`src/rtl/core/pfs_pkg.sv`:
```
`timescale 1ns / 1ps

package pfs_pkg;

  localparam int FREQ_W    = 11;
  localparam int SETTING_W = 7;
  localparam int FIELD_W   = 3;

  localparam logic [FREQ_W-1:0] FREQ_MAX = 11'h7FF;

  // op codes carried by an input word
  localparam logic OP_RESTART = 1'b0;
  localparam logic OP_TICK    = 1'b1;

  typedef struct packed {
    logic              op;
    logic [FREQ_W-1:0] frequency;
  } pfs_item_t;

  typedef struct packed {
    logic              freq_write;
    logic [FREQ_W-1:0] new_frequency;
    logic              osc_disable;
  } pfs_result_t;

endpackage

```
`src/rtl/core/pfs_stream_if.sv`:
```
`timescale 1ns / 1ps

interface pfs_in_if import pfs_pkg::*; ();
  logic              valid;
  logic              ready;
  logic              op;
  logic [FREQ_W-1:0] frequency;

  modport source (output valid, output op, output frequency, input ready);
  modport sink   (input valid, input op, input frequency, output ready);
endinterface

interface pfs_out_if import pfs_pkg::*; ();
  logic              valid;
  logic              ready;
  logic              freq_write;
  logic [FREQ_W-1:0] new_frequency;
  logic              osc_disable;

  modport source (output valid, output freq_write, output new_frequency,
                  output osc_disable, input ready);
  modport sink   (input valid, input freq_write, input new_frequency,
                  input osc_disable, output ready);
endinterface

```
`src/rtl/core/pfs_sweep_unit.sv`:
```
`timescale 1ns / 1ps

module pfs_sweep_unit
  import pfs_pkg::*;
(
  input  logic                 clk,
  input  logic                 rst,
  input  logic                 step,
  input  pfs_item_t            item,
  input  logic [SETTING_W-1:0] setting,
  output pfs_result_t          result
);

  logic [FIELD_W-1:0] tick_count;
  logic [FIELD_W-1:0] shift_amount;
  logic               subtract_mode;
  logic [FIELD_W-1:0] sweep_period;
  logic [FREQ_W-1:0]  shadow_freq;

  logic [FIELD_W-1:0] tick_count_next;
  logic [FREQ_W-1:0]  shadow_freq_next;

  logic [FIELD_W:0]   tick_inc;
  logic [FREQ_W-1:0]  delta;
  logic [FREQ_W:0]    sum;
  logic               wrap;

  assign tick_inc = {1'b0, tick_count} + {{FIELD_W{1'b0}}, 1'b1};
  assign wrap     = tick_inc >= {1'b0, sweep_period};
  assign delta    = shadow_freq >> shift_amount;
  assign sum      = {1'b0, shadow_freq} + {1'b0, delta};

  always_comb begin
    result           = '0;
    tick_count_next  = tick_count;
    shadow_freq_next = shadow_freq;
    if (item.op == OP_TICK && sweep_period != '0) begin
      if (wrap) begin
        tick_count_next = '0;
        if (shift_amount != '0) begin
          if (subtract_mode) begin
            // cannot go negative for a nonzero shift, kept for safety
            if (delta <= shadow_freq) begin
              result.freq_write    = 1'b1;
              result.new_frequency = shadow_freq - delta;
            end
          end else if (sum > {1'b0, FREQ_MAX}) begin
            result.osc_disable = 1'b1;
          end else begin
            result.freq_write    = 1'b1;
            result.new_frequency = sum[FREQ_W-1:0];
          end
          if (result.freq_write) begin
            shadow_freq_next = result.new_frequency;
          end
        end
      end else begin
        tick_count_next = tick_inc[FIELD_W-1:0];
      end
    end
  end

  always_ff @(posedge clk) begin
    if (rst) begin
      tick_count    <= '0;
      shift_amount  <= '0;
      subtract_mode <= 1'b0;
      sweep_period  <= '0;
      shadow_freq   <= '0;
    end else if (step) begin
      if (item.op == OP_RESTART) begin
        tick_count    <= '0;
        shift_amount  <= setting[FIELD_W-1:0];
        subtract_mode <= setting[FIELD_W];
        sweep_period  <= setting[SETTING_W-1:FIELD_W+1];
        shadow_freq   <= item.frequency;
      end else begin
        tick_count  <= tick_count_next;
        shadow_freq <= shadow_freq_next;
      end
    end
  end

endmodule

```
`src/rtl/core/pfs_out_reg.sv`:
```
`timescale 1ns / 1ps

module pfs_out_reg
  import pfs_pkg::*;
(
  input  logic        clk,
  input  logic        rst,
  input  logic        load,
  input  logic        pop,
  input  pfs_result_t result_in,
  output logic        valid,
  output pfs_result_t result_out
);

  always_ff @(posedge clk) begin
    if (rst) begin
      valid <= 1'b0;
    end else if (load) begin
      valid <= 1'b1;
    end else if (pop) begin
      valid <= 1'b0;
    end
  end

  always_ff @(posedge clk) begin
    if (load) begin
      result_out <= result_in;
    end
  end

endmodule

```
`src/rtl/core/pulse_frequency_sweep.sv`:
```
`timescale 1ns / 1ps

// Frequency sweep unit for a pulse channel.
// item_in carries one word per restart (op = 0, frequency loaded as shadow)
// or per sweep tick (op = 1). word_out returns exactly one word per input
// word: freq_write with new_frequency when the sweep writes a new value,
// osc_disable when an upward sweep overflows, all zeros otherwise.
// The sweep setting is written through cfg_we / cfg_wdata and is picked up
// at the next restart; write it only while no words are in flight.
// An accepted word passes one input register, then the sweep arithmetic
// (one shift and one 12-bit add or 11-bit subtract) into the output
// register. Throughput is one word per cycle when word_out is not stalled.
// When word_out is stalled the output register holds its word; the input
// register still takes one more word, then item_in.ready drops until the
// receiver drains.
// Synchronous reset clears the setting, the sweep state and both valids.
module pulse_frequency_sweep
  import pfs_pkg::*;
(
  input  logic                 clk,
  input  logic                 rst,
  input  logic                 cfg_we,
  input  logic [SETTING_W-1:0] cfg_wdata,
  pfs_in_if.sink               item_in,
  pfs_out_if.source            word_out
);

  logic [SETTING_W-1:0] sweep_setting;
  logic                 in_valid;
  pfs_item_t            in_item;
  logic                 advance;
  pfs_result_t          step_result;
  pfs_result_t          out_result;
  logic                 out_valid;

  always_ff @(posedge clk) begin
    if (rst) begin
      sweep_setting <= '0;
    end else if (cfg_we) begin
      sweep_setting <= cfg_wdata;
    end
  end

  assign advance       = in_valid && (!out_valid || word_out.ready);
  assign item_in.ready = !in_valid || advance;

  always_ff @(posedge clk) begin
    if (rst) begin
      in_valid <= 1'b0;
    end else if (item_in.ready) begin
      in_valid <= item_in.valid;
    end
  end

  always_ff @(posedge clk) begin
    if (item_in.ready && item_in.valid) begin
      in_item.op        <= item_in.op;
      in_item.frequency <= item_in.frequency;
    end
  end

  pfs_sweep_unit u_sweep (
    .clk     (clk),
    .rst     (rst),
    .step    (advance),
    .item    (in_item),
    .setting (sweep_setting),
    .result  (step_result)
  );

  pfs_out_reg u_out (
    .clk        (clk),
    .rst        (rst),
    .load       (advance),
    .pop        (word_out.ready),
    .result_in  (step_result),
    .valid      (out_valid),
    .result_out (out_result)
  );

  assign word_out.valid         = out_valid;
  assign word_out.freq_write    = out_result.freq_write;
  assign word_out.new_frequency = out_result.new_frequency;
  assign word_out.osc_disable   = out_result.osc_disable;

endmodule

```
`src/flat_wrapper.sv`:
```
// flat-port wrapper written by rule: the top's interface ports become plain ports
module pulse_frequency_sweep_flat import pfs_pkg::*;
  (clk, rst, cfg_we, cfg_wdata, item_in_valid, item_in_op, item_in_frequency, item_in_ready, word_out_valid, word_out_freq_write, word_out_new_frequency, word_out_osc_disable, word_out_ready);
  pfs_in_if item_in_i ();
  pfs_out_if word_out_i ();
  input  logic clk;
  input  logic rst;
  input  logic cfg_we;
  input  logic [SETTING_W-1:0] cfg_wdata;
  input wire logic [$bits(item_in_i.valid)-1:0] item_in_valid;
  input wire logic [$bits(item_in_i.op)-1:0] item_in_op;
  input wire logic [$bits(item_in_i.frequency)-1:0] item_in_frequency;
  output wire logic [$bits(item_in_i.ready)-1:0] item_in_ready;
  output wire logic [$bits(word_out_i.valid)-1:0] word_out_valid;
  output wire logic [$bits(word_out_i.freq_write)-1:0] word_out_freq_write;
  output wire logic [$bits(word_out_i.new_frequency)-1:0] word_out_new_frequency;
  output wire logic [$bits(word_out_i.osc_disable)-1:0] word_out_osc_disable;
  input wire logic [$bits(word_out_i.ready)-1:0] word_out_ready;
  assign item_in_i.valid = item_in_valid;
  assign item_in_i.op = item_in_op;
  assign item_in_i.frequency = item_in_frequency;
  assign item_in_ready = item_in_i.ready;
  assign word_out_valid = word_out_i.valid;
  assign word_out_freq_write = word_out_i.freq_write;
  assign word_out_new_frequency = word_out_i.new_frequency;
  assign word_out_osc_disable = word_out_i.osc_disable;
  assign word_out_i.ready = word_out_ready;
  pulse_frequency_sweep u_core (.clk(clk), .rst(rst), .cfg_we(cfg_we), .cfg_wdata(cfg_wdata), .item_in(item_in_i), .word_out(word_out_i));
endmodule
```
`config.mk`:
```
export PLATFORM = sky130hd
export DESIGN_NAME = pulse_frequency_sweep_flat
export DESIGN_NICKNAME = d
export VERILOG_FILES = /design/src/rtl/core/pfs_pkg.sv /design/src/rtl/core/pfs_stream_if.sv /design/src/rtl/core/pfs_sweep_unit.sv /design/src/rtl/core/pfs_out_reg.sv /design/src/rtl/core/pulse_frequency_sweep.sv /design/src/flat_wrapper.sv
export SDC_FILE = /design/constraint.sdc
export NUM_CORES = 1
export LEC_CHECK = 0
export BUFFER_PORTS_ARGS = -buffer_cell sky130_fd_sc_hd__buf_2
export CORE_AREA = 2 2 84 86
export CTS_CLUSTER_DIAMETER = 60
export DETAILED_ROUTE_END_ITERATION = 10
export DIE_AREA = 0 0 86 88
export MAX_ROUTING_LAYER = met4
export PLACE_DENSITY = 0.79
export SETUP_SLACK_MARGIN = 0.02
export SLEW_MARGIN = 40
export SYNTH_ARGS = -nofsm -noshare
export SYNTH_HDL_FRONTEND = slang
export SYNTH_SLANG_ARGS = --single-unit
```
`constraint.sdc`:
```
create_clock -name clk -period 3.95 [get_ports clk]
set_input_delay 0.1975 -clock clk [delete_from_list [all_inputs] [get_ports clk]]
set_output_delay 0.1975 -clock clk [all_outputs]
set_load 0.01 [all_outputs]
```
* Word-level counts from Yosys, hierarchy flattened
Index checks and enable logic that the tools add are counted.
** Cells by class
- $add $sub $neg :: 3
- Magnitude comparators :: 3
- Eq/ne operators :: 4
- Shift-type cells :: 1
- Multiplexer cells :: 17
- Bitwise logic cells :: 4
- Reduce and logical (&&, ||, !) cells :: 15
** Operators with widths (number)
- $mux 12 :: 6
- $mux 11 :: 5
- $add 11x11->12 :: 1
- $gt 12x11->1 const B :: 1
- $le 11x11->1 :: 1
- $shr 11x3->11 :: 1
- $sub 11x11->11 :: 1
- $mux 3 :: 3
- $ne 2x2->1 const B :: 4
- $reduce_bool 3->1 :: 2
- $reduce_and 5->1 :: 1
- $add 3x1->4 const B :: 1
- $ge 4x3->1 :: 1
- $not 1->1 :: 4
- $reduce_and 2->1 :: 2
- $reduce_or 4->1 :: 1
- $logic_and 1x1->1 :: 3
- $mux 1 :: 3
- $reduce_and 3->1 :: 1
- $logic_not 1->1 :: 2
- $logic_or 1x1->1 :: 2
- $reduce_bool 2->1 :: 1
** Word-level totals
- Register bits after elaboration :: 55
- Bits of input ports :: 24
- Output and inout port bits :: 15
- Word-level logic and storage cells :: 60

* Depth between registers and ports, before layout
Gate-level depths: netlist of the first run.
- Depth in word-level cells :: 13
- Mapped depth :: 17
- Mapped depth without buffers :: 14

* Cells and area by module
A second synthesis of the first run with hierarchy kept.
** Second synthesis, totals
- Cells, all modules :: 400
- Area, all modules :: 3692.3 um2
** By module, submodules not included
- pfs_sweep_unit :: times used 1, cells an instance 341, area an instance 2585.0 um2, sequential area each 420.4 um2
- pulse_frequency_sweep :: times used 1, cells an instance 42, area an instance 678.2 um2, sequential area each 520.5 um2
- pfs_out_reg :: times used 1, cells an instance 17, area an instance 429.2 um2, sequential area each 410.4 um2

* Least setup slack after synthesis of the first run
No wires, ideal clock.
- Path kind :: register to register
- Start point :: register u_core.u_sweep.shift_amount[1]
- End point :: register u_core.u_out.result_out[11] (netlist bit), data pin
- Library setup time :: 0.265 ns
- Data arrival time :: 3.225 ns
- Data required time :: 3.685 ns
- Path slack :: 0.460 ns
- Cell stages (with the launch flop) :: 17
- Buffers on the path :: 2
- Period minus slack after synthesis :: 3.490 ns
- Path through :: dfxtp_1 > clkbuf_1 > clkbuf_1 > mux2i_1 > mux2i_1 > nand2_1 > o21ai_0 > ha_1 > inv_1 > fa_1 > a211oi_1 > o211ai_1 > a31o_2 > a21oi_1 > nor3_1 > a211oi_1 > a311oi_1
** On the way
- Word-level cells in the longest chain between the ends :: 8
- Elaborated cells on any way between the ends :: 13
- Those cells by class :: add/sub (2); order compare (2); shift (1); mux (6); reduce/logical (2)
** Ends and longest elaborated chain
- from (decl) :: RTL line pfs_sweep_unit.sv:15 : logic [FIELD_W-1:0] shift_amount;
- from (signal assigned) :: RTL line pfs_sweep_unit.sv:73 : shift_amount <= setting[FIELD_W-1:0];
- $shr 11x3->11 :: RTL line pfs_sweep_unit.sv:30 : assign delta = shadow_freq >> shift_amount;
- $add 11x11->12 :: RTL line pfs_sweep_unit.sv:31 : assign sum = {1'b0, shadow_freq} + {1'b0, delta};
- $gt 12x11->1 :: RTL line pfs_sweep_unit.sv:47 : end else if (sum > {1'b0, FREQ_MAX}) begin
- $mux 12 :: RTL line pfs_sweep_unit.sv:47
- $mux 12 :: RTL line pfs_sweep_unit.sv:41 : if (subtract_mode) begin
- $mux 12 :: RTL line pfs_sweep_unit.sv:40 : if (shift_amount != '0) begin
- $mux 12 :: RTL line pfs_sweep_unit.sv:38 : if (wrap) begin
- $mux 12 :: RTL line pfs_sweep_unit.sv:37 : if (item.op == OP_TICK && sweep_period != '0) begin
- to (signal assigned) :: RTL line pfs_out_reg.sv:27 : result_out <= result_in;
- to (decl) :: RTL line pfs_out_reg.sv:12 : output pfs_result_t result_out
Parallel ways exist; a longest one is shown, timed or not. The select of a mux whose other input is x is not followed.
A chain may end at the register's enable or synchronous reset.

* Worst setup path after layout of the first run
Same ends and word-level chain as after synthesis.

==> out/results.tsv, run 1 <==
stage	metric	value	unit
timing	PnR worst setup slack	0.192	ns
timing	fin crit share	95.2	%
drt	WL/cell	18.3	microns
worst_setup_path	WP data required	4.07	ns
synthesis	Synth area leader	edfxtp_1	
synthesis	Main synth FF type	dfxtp_1	
global_routing	first-pass GRT wire length	15.8	mm
timing	crit path time final	3.76	ns
final_layout	multi-input logic area	0.00224	sq mm
global_routing	All-Layer GR Usage	27.9	%
drt	Pre-antenna DRT Iters	5	
final_layout	diode count	0	
synthesis	sequential-to-total area share from yosys stat	34.8	%
timing	Final TNS setup	0	ns
final_layout	Area Growth Syn to Fin	7.86	%
die	die height	88	microns
timing	RSZ-0062 raised after global routing	no	
timing	clk_skew	0.0107	ns
die	Initial Util	58.5	%
synthesis	synth unique cells	71	
final_layout	register area	0.00136	sq mm
pwr	Switching Share	30.5	%
die	I/O Pins	39	
synthesis	Async SR Flop Fraction	0	%
drt	Routed Wire Length	10.0	mm
global_routing	grt peak-use layer	met2	
pwr	combinational power share	23.3	%
timing	Max Freq	0.266	GHz
timing	fin. max-slew vios	0	
drt	DRC violations left	0	
timing	slew margin rel.	50.8	%
clock_network	CTS tree	built	
drt	routed via count	3370	
pwr	Clock Power Share	27.8	%
clock_network	Sink Count	55	
pwr	P per Cell Area	310	mW/mm^2
clock_network	CTS clk-pin slew, worst paths	0.11	ns
synthesis	top cells by area, synth	edfxtp_1 19%, dfxtp_1 15%, ha_1 8.4%	
clock_network	clock latency on the worst-skew pair	0.31	ns
final_layout	ratio of cells with drive above 1 in the final layout	19.0	%
synthesis	number of flops mapped to enable cells by yosys	25	
global_routing	M3 GR Usage	5.00	%
synthesis	syn avg cell area	8.85	sq um
worst_setup_path	Max FO, Critical Path	10	
timing	Worst-Margin Slew	0.737	ns
pwr	Internal	0.903	mW
pwr	Psw	0.397	mW
die	Die Wd	86	microns
synthesis	post-synthesis cell count	439	
worst_setup_path	CP Capture Type	flip-flop	
hold_path	Min-Delay Path Class	in -> reg	
placement	Place WS	-0.0184	ns
placement	DP Wirelength	7.36	mm
placement	I/O Buffers	38	
final_layout	fillcell total	561	
worst_setup_path	arrival time worst endpoint	3.88	ns
synthesis	top post-synthesis cells by count	62 x nor2_1, 36 x a21oi_1, 34 x nand2_1	
global_routing	initial antenna violation count	0	
synthesis	Yosys top cell area share	19.3	%
pwr	leakage power	1.74	nW
drt	via/cell ratio	6.14	
synthesis	#FFs+latches synth	55	
die	Core Area	0.00664	sq mm
clock_network	hold-fix buffers at CTS	0	
clock_network	CTS H-tree depth	2	
clock_network	Root Driver	clkbuf_8	
final_layout	Layout Nets	520	
flow_run	max-cap viol count	0	
pwr	Max VDD drop	0.195	mV
global_routing	largest net degree at the start of global routing	31	
placement	GPL Wtd Cong	1.04	
synthesis	Cell Area, Synth	0.00388	sq mm
run_status	status	finished, final reports clean	
global_routing	met1 GRT Util	34.0	%
global_routing	grt met2 use	45.7	%
clock_network	total CTS buffers	5	
timing	Setup Viol. Count Final	0	
pwr	Seq pwr share	49.0	%
synthesis	post-synth net total	491	
die	die area	0.00757	sq mm
drt	DR iter-0 viols	483	
worst_setup_path	critical path startpoint category	flip-flop	
global_routing	vias in the first global route	3187	
synthesis	Synth warnings	0	
drt	ANT nets after route	0	
worst_setup_path	Crit Path Category	reg -> reg	
die	Row Count	30	
timing	final hold violations	0	
global_routing	global route total overflow	0	
synthesis	most common cell in the netlist	nor2_1	
clock_network	Max Root-Sink Buffers	2	
clock_network	postcts setup bufs	0	
[stage by stage]
| step | instances | total power [mW] | hold WS [ns] | util (%) | cell area (sq um) |
|---|---|---|---|---|---|
| 2_1_floorplan | 439 | 0.868 | 0.296 | - | 3880 |
| 3_3_place_gp | 541 | 0.935 | 0.373 | 61.0 | 4060 |
| 3_5_place_dp | 541 | 0.938 | 0.376 | 61.1 | 4060 |
| 4_1_cts | 549 | 1.29 | 0.0498 | 62.8 | 4170 |
| 5_1_grt | 549 | 1.35 | 0.0460 | 63.1 | 4190 |
| 6_report | 549 | 1.30 | 0.0574 | 63.1 | 4190 |
[path summary, 6_finish.rpt]
kind	cells past startpoint	endpoint	slack [ns]	startpoint
hold reg to reg	2	u_core.sweep_setting[6]	0.51	u_core.sweep_setting[6]
setup reg to reg	13	u_core.u_out.result_out[11]	0.19	u_core.u_sweep.shift_amount[1]
hold / removal	1	u_core.in_item[5]	0.06	item_in_frequency[5]
setup / recovery	13	u_core.u_out.result_out[11]	0.19	u_core.u_sweep.shift_amount[1]
[placed cells by master, fill, tap and decap left out, drive strengths merged, types with 2 or more instances in the layout]
cell type / n
o221ai: 2
clkbuf: 7
a211oi: 12
nor2: 63
nor2b: 5
o21a: 3
a22oi: 2
nand4: 2
or2: 6
edfxtp: 25
xnor2: 2
nand3b: 2
a311oi: 10
o21ai: 18
a211o: 2
dfxtp: 30
ha: 26
nand3: 12
fa: 2
mux2: 3
a31oi: 4
buf: 50
a21o: 2
and2: 2
mux2i: 26
o21bai: 2
a21oi: 38
nand2b: 10
nand2: 34
or3: 6
inv: 25
o311ai: 2
nor3: 9
xor2: 3
a221oi: 2
o32ai: 2
[worst max-delay path, cell delays in order (launching register included)]
cell and delay [ns]:
dfxtp_4 0.42, buf_4 0.19, mux2i_1 0.25, a21oi_1 0.13
a21oi_2 0.27, inv_1 0.13, ha_1 0.21, or2_1 0.24
o221ai_2 0.26, nand3b_1 0.17, a211o_1 0.37, buf_4 0.20
or3_2 0.44, a311oi_1 0.30
[layout make-up]
| class | instances | share of cell area [%] |
|---|---|---|
| multi-input cells | 331 | 53.5 |
| clock buffers | 7 | 2.33 |
| inverters | 25 | 2.24 |
| clock inverters | 1 | 0.209 |
| repair buffers | 50 | 6.99 |
| flip-flops and latches | 55 | 32.3 |
| well taps | 80 | 2.39 |
[power by group through the flow]
stage | logic (mW) | registers, mW | clock network (mW)
after floorplan | 0.222 | 0.646 | 0
final | 0.302 | 0.637 | 0.361
after global routing | 0.328 | 0.640 | 0.381
after global placement | 0.286 | 0.649 | 0
after detailed placement | 0.288 | 0.650 | 0
after CTS | 0.291 | 0.637 | 0.367
[sequential cells by signal (all words and copies together), names as in the netlist]
register,cells
u_core.u_out.result_out,13
u_core.in_item,12
u_core.u_sweep.shadow_freq,11
u_core.sweep_setting,7
u_core.u_sweep.shift_amount,3
u_core.u_sweep.sweep_period,3
u_core.u_sweep.tick_count,3
u_core.in_valid,1
u_core.u_out.valid,1
u_core.u_sweep.subtract_mode,1
[per-layer routing]
metal  wire, microns  up-vias
met5               0        -
met4             409        0
met3             776       39
met2            4590      178
met1            4270     1526
li1                -     1627
[what timing repair did]
item,4_1_cts,5_1_grt
endpoints found under the hold margin,0,0
pin swaps,0,1
gates resized for setup,2,9
endpoints found under the setup margin,2,9
[cell families (layout without fill, tap and decap cells)]
logic type | count (synthesis) | after routing | synth area share, %
multiplexers | 29 | 29 | 7.57
buffers and inverters | 53 | 83 | 8.12
AO/OA/AOI/OAI | 112 | 112 | 20.0
flip-flops | 55 | 55 | 34.8
XOR/XNOR | 5 | 5 | 1.13
AND/OR/NAND/NOR | 157 | 157 | 18.9
adder cells (fa/ha/maj) | 28 | 28 | 9.41
No activity file was read; power rests on OpenSTA's default activity.
==> run 2, diff against run 1 <==
--- a/config.mk
+++ b/config.mk
@@ -6,12 +6,12 @@
 export NUM_CORES = 1
 export LEC_CHECK = 0
 export BUFFER_PORTS_ARGS = -buffer_cell sky130_fd_sc_hd__buf_2
-export CORE_AREA = 2 2 84 86
+export CORE_AREA = 2 2 81 83
 export CTS_CLUSTER_DIAMETER = 60
 export DETAILED_ROUTE_END_ITERATION = 10
-export DIE_AREA = 0 0 86 88
+export DIE_AREA = 0 0 83 85
 export MAX_ROUTING_LAYER = met4
-export PLACE_DENSITY = 0.79
+export PLACE_DENSITY = 0.84
 export SETUP_SLACK_MARGIN = 0.02
 export SLEW_MARGIN = 40
 export SYNTH_ARGS = -nofsm -noshare
==> constraint.sdc (replaced) <==
create_clock -name clk -period 4.5 [get_ports clk]
set_input_delay 0.225 -clock clk [delete_from_list [all_inputs] [get_ports clk]]
set_output_delay 0.225 -clock clk [all_outputs]
set_load 0.01 [all_outputs]
==> out/results.tsv, run 2 (same netlist as run 1, synthesis figures left out) <==
stage	metric	value	unit
timing	Max Freq	0.243	GHz
final_layout	commonest non-fill, non-tap cells in the layout	62 x nor2_1, 38 x buf_2, 35 x a21oi_1	
pwr	Final Total Pwr	1.17	mW
placement	DP Wirelength	7.25	mm
pwr	Clock Power Share	30.5	%
worst_setup_path	crit path cell chain	mux2_2, o21ai_0, nand2_1, o21ai_0, ha_1, nand3_1, a21oi_1, a2111o_1, a21boi_2, buf_4, nor4_1, o31ai_1, a311oi_1	
final_layout	Biggest register	u_core.u_out.result_out	
pwr	Internal	0.823	mW
pwr	Switching Share	29.9	%
clock_network	CTS clk-pin slew, worst paths	0.10	ns
worst_setup_path	critical path startpoint category	flip-flop	
die	Row Count	29	
final_layout	Largest regs	u_core.u_out.result_out: 13 flops, u_core.in_item: 12 flops, u_core.u_sweep.shadow_freq: 11 flops	
flow_run	max-cap viol count	0	
drt	Routed Wire Length	9.53	mm
timing	slew margin rel.	47.7	%
run_status	status	finished, final reports clean	
final_layout	Layout Nets	511	
drt	via/cell ratio	6.35	
worst_setup_path	reg2reg setup slack	0.39	ns
final_layout	max reg flops	13	
worst_setup_path	CP dominant cell by count	o21ai_0	
global_routing	All-Layer GR Usage	28.1	%
timing	PnR worst setup slack	0.390	ns
clock_network	hold-fix buffers at CTS	0	
pwr	combinational power share	21.6	%
global_routing	global route total overflow	0	
timing	fin. max-slew vios	0	
timing	final hold violations	0	
drt	routed via count	3408	
pwr	leakage power	1.70	nW
drt	Pre-antenna DRT Iters	5	
clock_network	Sink Count	55	
final_layout	fin util	66.2	%
pwr	Psw	0.351	mW
hold_path	Min-Delay Path Class	in -> reg	
timing	clk_skew	0.00959	ns
placement	GPL Wtd Cong	0.949	
worst_setup_path	arrival time worst endpoint	4.30	ns
timing	Worst-Margin Slew	0.781	ns
die	die area	0.00706	sq mm
global_routing	largest net degree at the start of global routing	31	
pwr	P per Cell Area	286	mW/mm^2
global_routing	grt peak-use layer	met2	
die	die height	85	microns
clock_network	CTS H-tree depth	2	
timing	Final TNS setup	0	ns
drt	DRC violations left	0	
pwr	Seq pwr share	47.9	%
worst_setup_path	top cell family by delay on the critical path	compound AO/OA/AOI/OAI gates	
die	Initial Util	62.6	%
pwr	Max VDD drop	0.225	mV
worst_setup_path	CP Capture Type	flip-flop	
clock_network	total CTS buffers	5	
global_routing	M3 GR Usage	6.61	%
drt	WL/cell	17.7	microns
final_layout	Area Growth Syn to Fin	5.73	%
clock_network	Max Root-Sink Buffers	2	
global_routing	first-pass GRT wire length	15.3	mm
timing	Setup Viol. Count Final	0	
global_routing	initial antenna violation count	0	
timing	fin crit share	91.3	%
worst_setup_path	Worst Path Buf+Inv	1	
clock_network	clock latency on the worst-skew pair	0.32	ns
timing	RSZ-0062 raised after global routing	no	
worst_setup_path	Worst path max stage delay	0.57	ns
placement	I/O Buffers	38	
worst_setup_path	WP data required	4.69	ns
clock_network	Root Driver	clkbuf_8	
timing	crit path time final	4.11	ns
final_layout	ratio of cells with drive above 1 in the final layout	16.5	%
final_layout	diode count	0	
drt	DR iter-0 viols	363	
die	Die Wd	83	microns
placement	Place WS	0.317	ns
global_routing	vias in the first global route	3114	
final_layout	most common cell after layout, fill and taps aside	nor2_1	
global_routing	met1 GRT Util	35.2	%
worst_setup_path	Crit Path Category	reg -> reg	
worst_setup_path	Slowest-stage cell, CP	dfxtp_2	
drt	ANT nets after route	0	
global_routing	grt met2 use	45.1	%
clock_network	CTS tree	built	
die	I/O Pins	39	
worst_setup_path	Max FO, Critical Path	16	
die	Core Area	0.00620	sq mm
-- run 2: cell count changes in the layout (fill, tap and decap cells not counted), moves of 2 or more --
cell / delta
o21ai_1: -3
o21ai_0: +3
o311ai_1: -2
o311ai_0: +2
buf_4: -8
-- run 2: final cells by class --
cell class | instances | area (sq um)
clock buffers | 7 | 119
clock inverters | 1 | 11.3
well taps | 77 | 96.3
fillers | 520 | 2100
flip-flops and latches | 55 | 1350
multi-input cells | 331 | 2220
repair buffers | 41 | 213
inverters | 25 | 93.8
-- run 2: per-layer routing --
metal,vias to the layer above,share of wire [%]
li1,1620,-
met1,1584,41
met2,185,47
met3,19,9.6
met4,0,2.2
met5,-,0
-- run 2: repair_timing --
| item | 4_1_cts | 5_1_grt |
|---|---|---|
| gates resized for setup | 0 | 1 |
| setup endpoints to repair | 0 | 1 |
| setup buffers | 0 | 0 |
-- run 2: path summary, 6_finish.rpt --
| check | startpoint | to | depth (start not counted) |
|---|---|---|---|
| worst max-delay path | u_core.u_sweep.shift_amount[1] | u_core.u_sweep.shadow_freq[7] | 13 |
| worst min-delay path | item_in_frequency[10] | u_core.in_item[10] | 1 |
| worst max register to register | u_core.u_sweep.shift_amount[1] | u_core.u_sweep.shadow_freq[7] | 13 |
| worst min register to register | u_core.sweep_setting[2] | u_core.sweep_setting[2] | 2 |
-- run 2: power by group through the flow --
stage,Combinational (mW),Sequential (mW),Clock [mW]
2_1_floorplan,0.195,0.567,0
6_report,0.254,0.562,0.358
5_1_grt,0.278,0.565,0.381
3_5_place_dp,0.246,0.573,0
4_1_cts,0.248,0.562,0.362
3_3_place_gp,0.245,0.572,0
-- run 2: per-stage QoR --
stage / area (sq um) / std cells / hold slack [ns]
floorplan: 3880 / 439 / 0.324
global placement: 3970 / 529 / 0.402
detailed placement: 3970 / 529 / 0.403
CTS: 4100 / 537 / 0.0696
global route: 4110 / 537 / 0.0628
finish: 4110 / 537 / 0.0711
